--- config.mk ---
export PLATFORM = sky130hd
export DESIGN_NAME = slrm_ctrl
export DESIGN_NICKNAME = d
export VERILOG_FILES = /design/src/rtl/core/slrm_pkg.sv /design/src/rtl/core/slrm_ctrl.sv
export SDC_FILE = /design/constraint.sdc
export NUM_CORES = 1
export LEC_CHECK = 0
export BUFFER_PORTS_ARGS = -buffer_cell sky130_fd_sc_hd__buf_2
export CORE_MARGIN = 8
export CORE_UTILIZATION = 37
export CTS_CLUSTER_DIAMETER = 150
export CTS_CLUSTER_SIZE = 16
export DETAILED_ROUTE_END_ITERATION = 12
export HOLD_SLACK_MARGIN = 0.15
export PLACE_DENSITY = 0.75
export SYNTH_ARGS = -nofsm -noshare
export SYNTH_HDL_FRONTEND = slang
export SYNTH_SLANG_ARGS = --single-unit
--- constraint.sdc ---
create_clock -name clk_i -period 1.4 [get_ports clk_i]
set_clock_uncertainty 0.2 [all_clocks]
set_input_delay 0 -clock clk_i [delete_from_list [all_inputs] [get_ports clk_i]]
set_output_delay 0 -clock clk_i [all_outputs]
set_load 0.05 [all_outputs]
--- src/rtl/core/slrm_pkg.sv ---
// Shared types, codes and constants for the sorted line range matcher.
`default_nettype none

package slrm_pkg;

  // Table size default and fixed field widths
  localparam int unsigned RangeSlotsDefault = 64;
  localparam int unsigned ValueW            = 32;
  localparam int unsigned ActionW           = 2;
  localparam int unsigned CountW            = 6;

  // Action codes; the unused code is handled as a query
  localparam logic [ActionW-1:0] ActAdd    = 2'd0;
  localparam logic [ActionW-1:0] ActFinish = 2'd1;
  localparam logic [ActionW-1:0] ActQuery  = 2'd2;

  // Result status codes
  typedef enum logic [2:0] {
    ST_ADDED    = 3'd0,
    ST_ZERO     = 3'd1,
    ST_FULL     = 3'd2,
    ST_FINISHED = 3'd3,
    ST_MATCH    = 3'd4,
    ST_NOMATCH  = 3'd5,
    ST_ENDED    = 3'd6
  } status_e;

  // Table read address select
  typedef enum logic [1:0] {
    RD_POS_M1 = 2'd0,
    RD_CUR    = 2'd1,
    RD_CUR_P1 = 2'd2
  } rd_sel_e;

  // Controller to datapath commands
  typedef struct packed {
    logic    latch;      // capture the input transfer
    logic    pos_load;   // insert position <= entry count
    logic    pos_dec;    // insert position - 1
    logic    rd_en;      // table read
    rd_sel_e rd_sel;
    logic    wr_new;     // write new range at insert position
    logic    wr_shift;   // move read entry up to insert position
    logic    cnt_inc;
    logic    cur_clear;
    logic    cur_inc;
    logic    act_set;    // cursor active <= table not empty
    logic    act_clear;
    logic    res_set;
    status_e res_code;
    logic    out_load;   // move result into the output register
  } dp_cmd_t;

  // Datapath to controller status
  typedef struct packed {
    logic is_add;
    logic is_finish;
    logic zero_bound;
    logic full;
    logic pos_zero;
    logic cur_ok;       // cursor active and inside the table
    logic place_here;   // read entry orders at or before the new range
    logic end_below;    // read entry ends below the line
    logic start_above;  // read entry starts above the line
    logic cur_last;     // cursor is on the last entry
    logic out_free;
  } dp_sts_t;

endpackage

`default_nettype wire

--- src/rtl/core/slrm_ctrl.sv ---
// Controller state machine for the sorted line range matcher.
`default_nettype none

module slrm_ctrl (
  input  wire logic             clk_i,
  input  wire logic             rst_ni,
  input  wire logic             in_valid_i,
  output logic                  in_ready_o,
  input  wire slrm_pkg::dp_sts_t sts_i,
  output slrm_pkg::dp_cmd_t     cmd_o
);
  import slrm_pkg::*;

  typedef enum logic [6:0] {
    S_IDLE   = 7'b0000001,
    S_DECODE = 7'b0000010,
    S_ASTEP  = 7'b0000100,
    S_ACMP   = 7'b0001000,
    S_QCMP   = 7'b0010000,
    S_DONE   = 7'b0100000,
    S_SPARE  = 7'b1000000
  } state_e;

  state_e state_q, state_d;

  assign in_ready_o = (state_q == S_IDLE);

  // Next state and command decode
  always_comb begin
    cmd_o   = '0;
    state_d = state_q;
    case (state_q)
      S_IDLE: begin
        if (in_valid_i) begin
          cmd_o.latch = 1'b1;
          state_d     = S_DECODE;
        end
      end
      S_DECODE: begin
        if (sts_i.is_add) begin
          cmd_o.act_clear = 1'b1;
          if (sts_i.zero_bound) begin
            cmd_o.res_set  = 1'b1;
            cmd_o.res_code = ST_ZERO;
            state_d        = S_DONE;
          end else if (sts_i.full) begin
            cmd_o.res_set  = 1'b1;
            cmd_o.res_code = ST_FULL;
            state_d        = S_DONE;
          end else begin
            cmd_o.pos_load = 1'b1;
            state_d        = S_ASTEP;
          end
        end else if (sts_i.is_finish) begin
          cmd_o.cur_clear = 1'b1;
          cmd_o.act_set   = 1'b1;
          cmd_o.res_set   = 1'b1;
          cmd_o.res_code  = ST_FINISHED;
          state_d         = S_DONE;
        end else if (!sts_i.cur_ok) begin
          cmd_o.act_clear = 1'b1;
          cmd_o.res_set   = 1'b1;
          cmd_o.res_code  = ST_ENDED;
          state_d         = S_DONE;
        end else begin
          cmd_o.rd_en  = 1'b1;
          cmd_o.rd_sel = RD_CUR;
          state_d      = S_QCMP;
        end
      end
      // Walk down from the top: each entry is read in S_ASTEP and compared in S_ACMP
      S_ASTEP: begin
        if (sts_i.pos_zero) begin
          cmd_o.wr_new   = 1'b1;
          cmd_o.cnt_inc  = 1'b1;
          cmd_o.res_set  = 1'b1;
          cmd_o.res_code = ST_ADDED;
          state_d        = S_DONE;
        end else begin
          cmd_o.rd_en  = 1'b1;
          cmd_o.rd_sel = RD_POS_M1;
          state_d      = S_ACMP;
        end
      end
      S_ACMP: begin
        if (sts_i.place_here) begin
          cmd_o.wr_new   = 1'b1;
          cmd_o.cnt_inc  = 1'b1;
          cmd_o.res_set  = 1'b1;
          cmd_o.res_code = ST_ADDED;
          state_d        = S_DONE;
        end else begin
          cmd_o.wr_shift = 1'b1;
          cmd_o.pos_dec  = 1'b1;
          state_d        = S_ASTEP;
        end
      end
      // Cursor skips entries that end below the line
      S_QCMP: begin
        if (sts_i.end_below) begin
          cmd_o.cur_inc = 1'b1;
          if (sts_i.cur_last) begin
            cmd_o.act_clear = 1'b1;
            cmd_o.res_set   = 1'b1;
            cmd_o.res_code  = ST_ENDED;
            state_d         = S_DONE;
          end else begin
            cmd_o.rd_en  = 1'b1;
            cmd_o.rd_sel = RD_CUR_P1;
          end
        end else begin
          cmd_o.res_set  = 1'b1;
          cmd_o.res_code = sts_i.start_above ? ST_NOMATCH : ST_MATCH;
          state_d        = S_DONE;
        end
      end
      S_DONE: begin
        if (sts_i.out_free) begin
          cmd_o.out_load = 1'b1;
          state_d        = S_IDLE;
        end
      end
      default: begin
        state_d = S_IDLE;
      end
    endcase
  end

  // State register
  always_ff @(posedge clk_i or negedge rst_ni) begin
    if (!rst_ni) begin
      state_q <= S_IDLE;
    end else begin
      state_q <= state_d;
    end
  end

endmodule

`default_nettype wire

==> qor.yml <==
antenna_violations_before_repair: 0
fill_cells: 62
top_register: "state_q"
regArea_um2: 152.6
io_pins: 33
fin_ws_ns: -0.6653
drive_gt1_frac: 0.7209
fp.dieArea_mm2: 0.003007
grt_util_all_layers: 0.1780
yosys.area_share.simple: 0.4933
post_synth_num_cell_types: 30
yosys-top-cells-area: "sky130_fd_sc_hd__dfrtp_1, sky130_fd_sc_hd__nor4b_4, sky130_fd_sc_hd__nand3b_1"
setup.worst_path.class: "flop to primary output"
area_taken_by_multi_input_logic_gates_um2: 545.5
worst_slew_margin_rel: 0.8071
hold_viol: 1
mappedNetlistNets: 82
max_stage_delay_ns: 0.60
detailed_route_wire_length_per_cell_um: 22.09
yosys.area_share.xor_xnor: 0.01570
detailedRoute.firstPassIterationCount: 4
synth_top_cell_by_area: "sky130_fd_sc_hd__dfrtp_1"
syn-cell-area_um2: 558.0
syn2layout_area_growth_pct: 137.4
min_period_over_period: 1.475
drt-vias-per-instance: 5.931
insertedDiodeCount: 0
startpoint_type: "flop"
result_of_the_run: "complete, but fails checks"
dp_hpwl_mm: 1.652
synthesis_warning_total: 0
global_route.overflow_total: 0
standard_cell_with_the_maximum_stage_delay_on_the_critical_path: "sky130_fd_sc_hd__or4_4"
top_cell_family_by_delay_on_the_critical_path: "simple AND/OR/NAND/NOR gates"
cts-htree-levels: 1
grt_util_met3: 0.04348
port-buffer-count: 32
maxCapViolCount: 0
first_global_vias: 833
remaining_design_rule_violation_count: 0
insertion_delay_ns: 0.25
cts_sinks: 6
power.density_cell_area_mw_per_mm2: 1205
floorplan.initialDensity: 0.3838
ant_nets: 0
syn-instance-count: 68
arrival_time_of_the_worst_setup_path_ns: 1.87
worst-path-max-fanout: 3
grt_max_degree: 8
worst_hold_path_type: "primary input to flop"
hold_ws_ns: -0.1008
finalSetupTns_ns: -12.13
finalCriticalPeriod_ns: 2.065
max_freq_ghz: 0.4842
crit_buf_inv: 1
power.static_leakage_nw: 0.6031
grt-busiest-layer: "met2"
tritoncts_buffers: 3
worst_ir_drop_vdd_v: 0.001586
postRouteWirelength_mm: 3.203
clockBufferDepth: 2
critical_path.cell_chain: "or4_4 > nor4b_4 > or3_4 > buf_8"
postSynthRegisterBits: 6
post_synth_mux_area_share: 0.01794
place.gp.congestion: 0.7960
yosysSeqAreaShare: 0.2713
drtIter0Drc: 48
grt_pass1_wl_mm: 3.884
crit_required_ns: 1.20
endpoint_kind: "primary output"
rsz_0062_raised_after_global_routing: "true"
cts.root.buffer_cell: "sky130_fd_sc_hd__clkbuf_4"
worst_margin_pin_slew_ns: 0.2813
dr_total_vias: 860
syn-mean-instance-area_um2: 8.206
timing.final.setup_violations: 25
timing.final.max_slew_violations: 0
synth_compound_area_frac: 0.1300
largest_reg_flops: 6
placementRows: 14
core_area_mm2: 0.001454
die_span_in_x_um: 54.84
globalRouteMet1Util: 0.2153
largest_family_of_logic_cells_by_synthesized_area: "simple AND/OR/NAND/NOR gates"
final_net_count: 144
layout.core_utilization: 0.9114
cts_tree: "yes"
violations_in_the_final_reports: "negative hold slack, negative setup slack"
dieHeight_um: 54.84
biggestRegsByFlops: "state_q: 6 flops"
groute.layer.met2.usage: 0.2962
count_of_hold_buffers_inserted_by_post_cts_repair: 5
clk_pin_slew_worst_paths_ns: 0.06
synth_top_cell_area_share: 0.2242
synth_fa_ha_area_frac: 0
[tightest hold or removal path, delay by kind of cell]
family | cells | cell delay, ns
buffers and inverters | 2 | 0.25
AND/OR/NAND/NOR | 1 | 0.06
[metrics by stage]
stage | cells | instance area [um^2] | hold WS (ns) | worst slack [ns] | power, mW
2_1_floorplan | 68 | 679.4 | -0.4956 | -0.7475 | 0.7117
4_1_cts | 141 | 1235 | -0.2311 | -0.5999 | 1.376
3_5_place_dp | 128 | 937.1 | -0.3766 | -0.4384 | 0.9416
6_report | 145 | 1325 | -0.1008 | -0.6653 | 1.597
5_1_grt | 145 | 1325 | -0.1195 | -0.7392 | 1.662
3_3_place_gp | 128 | 937.1 | -0.3783 | -0.4102 | 0.9220
[routing by layer]
metal  routed length [um]  share of wire
met5                    0              0
met3                  274          0.086
met1                 1117           0.35
met2                 1595           0.50
met4                  215          0.067
[layout by cell type (no fill, tap or decap), drive strengths merged, types with 2 or more instances in the layout]
cell,Yosys,final
nor2,10,10
nand2,5,5
or2,2,2
inv,2,2
clkbuf,0,4
a21oi,3,3
nor2b,2,2
dlygate4sd3,0,5
o211ai,2,2
nor3,3,3
o21ai,6,6
dfrtp,5,5
and2,2,2
nand3b,5,5
nor4b,2,2
buf,5,57
and3,2,2
[power by group]
group / internal [mW] / switching [mW]
sequential: 0.216 / 0.0416
clock: 0.108 / 0.0630
combinational: 0.549 / 0.619
total: 0.873 / 0.724
[synthesized netlist by cell type]
library cell,count
sky130_fd_sc_hd__buf_4,3
sky130_fd_sc_hd__and3_1,2
sky130_fd_sc_hd__mux2i_1,1
sky130_fd_sc_hd__nand3_1,1
sky130_fd_sc_hd__nor3_2,1
sky130_fd_sc_hd__nor4b_4,2
sky130_fd_sc_hd__o41ai_1,1
sky130_fd_sc_hd__nand3b_1,5
sky130_fd_sc_hd__o211ai_1,2
sky130_fd_sc_hd__buf_2,2
sky130_fd_sc_hd__and2_1,2
sky130_fd_sc_hd__and4_1,1
sky130_fd_sc_hd__dfrtp_1,5
sky130_fd_sc_hd__and3b_2,1
sky130_fd_sc_hd__nor3b_1,1
sky130_fd_sc_hd__or3_1,1
sky130_fd_sc_hd__o21ai_0,6
sky130_fd_sc_hd__nor2_1,10
sky130_fd_sc_hd__or3b_2,1
sky130_fd_sc_hd__xor2_1,1
sky130_fd_sc_hd__nor2b_1,2
sky130_fd_sc_hd__a21oi_2,1
sky130_fd_sc_hd__dfstp_2,1
sky130_fd_sc_hd__nand2b_1,1
sky130_fd_sc_hd__or2_1,2
sky130_fd_sc_hd__a21oi_1,2
sky130_fd_sc_hd__or4_4,1
sky130_fd_sc_hd__nand2_1,5
sky130_fd_sc_hd__nor3_1,2
sky130_fd_sc_hd__inv_1,2
[final cells by class]
type / instances / share of cell area
tap: 16 / 0.01511
clock buffer: 4 / 0.01983
sequential: 6 / 0.1152
multi-input combinational: 55 / 0.4117
timing repair buffer: 62 / 0.4325
inverter: 2 / 0.005666
[worst paths after layout]
kind,from,endpoint,slack (ns),cells after the start
worst min-delay path,sts_i[6],state_q[3],-0.10,3
min in group asynchronous,rst_ni,state_q[2],0.49,3
worst max register to register,state_q[1],state_q[5],-0.42,6
max in group asynchronous,rst_ni,state_q[0],0.22,3
worst max-delay path,state_q[1],cmd_o[14],-0.67,4
worst min register to register,state_q[5],state_q[0],0.58,3
[kinds of logic after synthesis]
group	after synthesis
AND/OR/NAND/NOR	41
XOR/XNOR	1
multiplexers	1
AO/OA/AOI/OAI	12
buffers and inverters	7
flip-flops	6
[what timing repair did]
action / CTS / global route
resized for setup: 54 / 17
setup buffers: 5 / 4
hold endpoints to repair: 13 / 7
pin swaps: 6 / 8
endpoints found under the setup margin: 24 / 25
No activity file was read; power rests on OpenSTA's default activity.
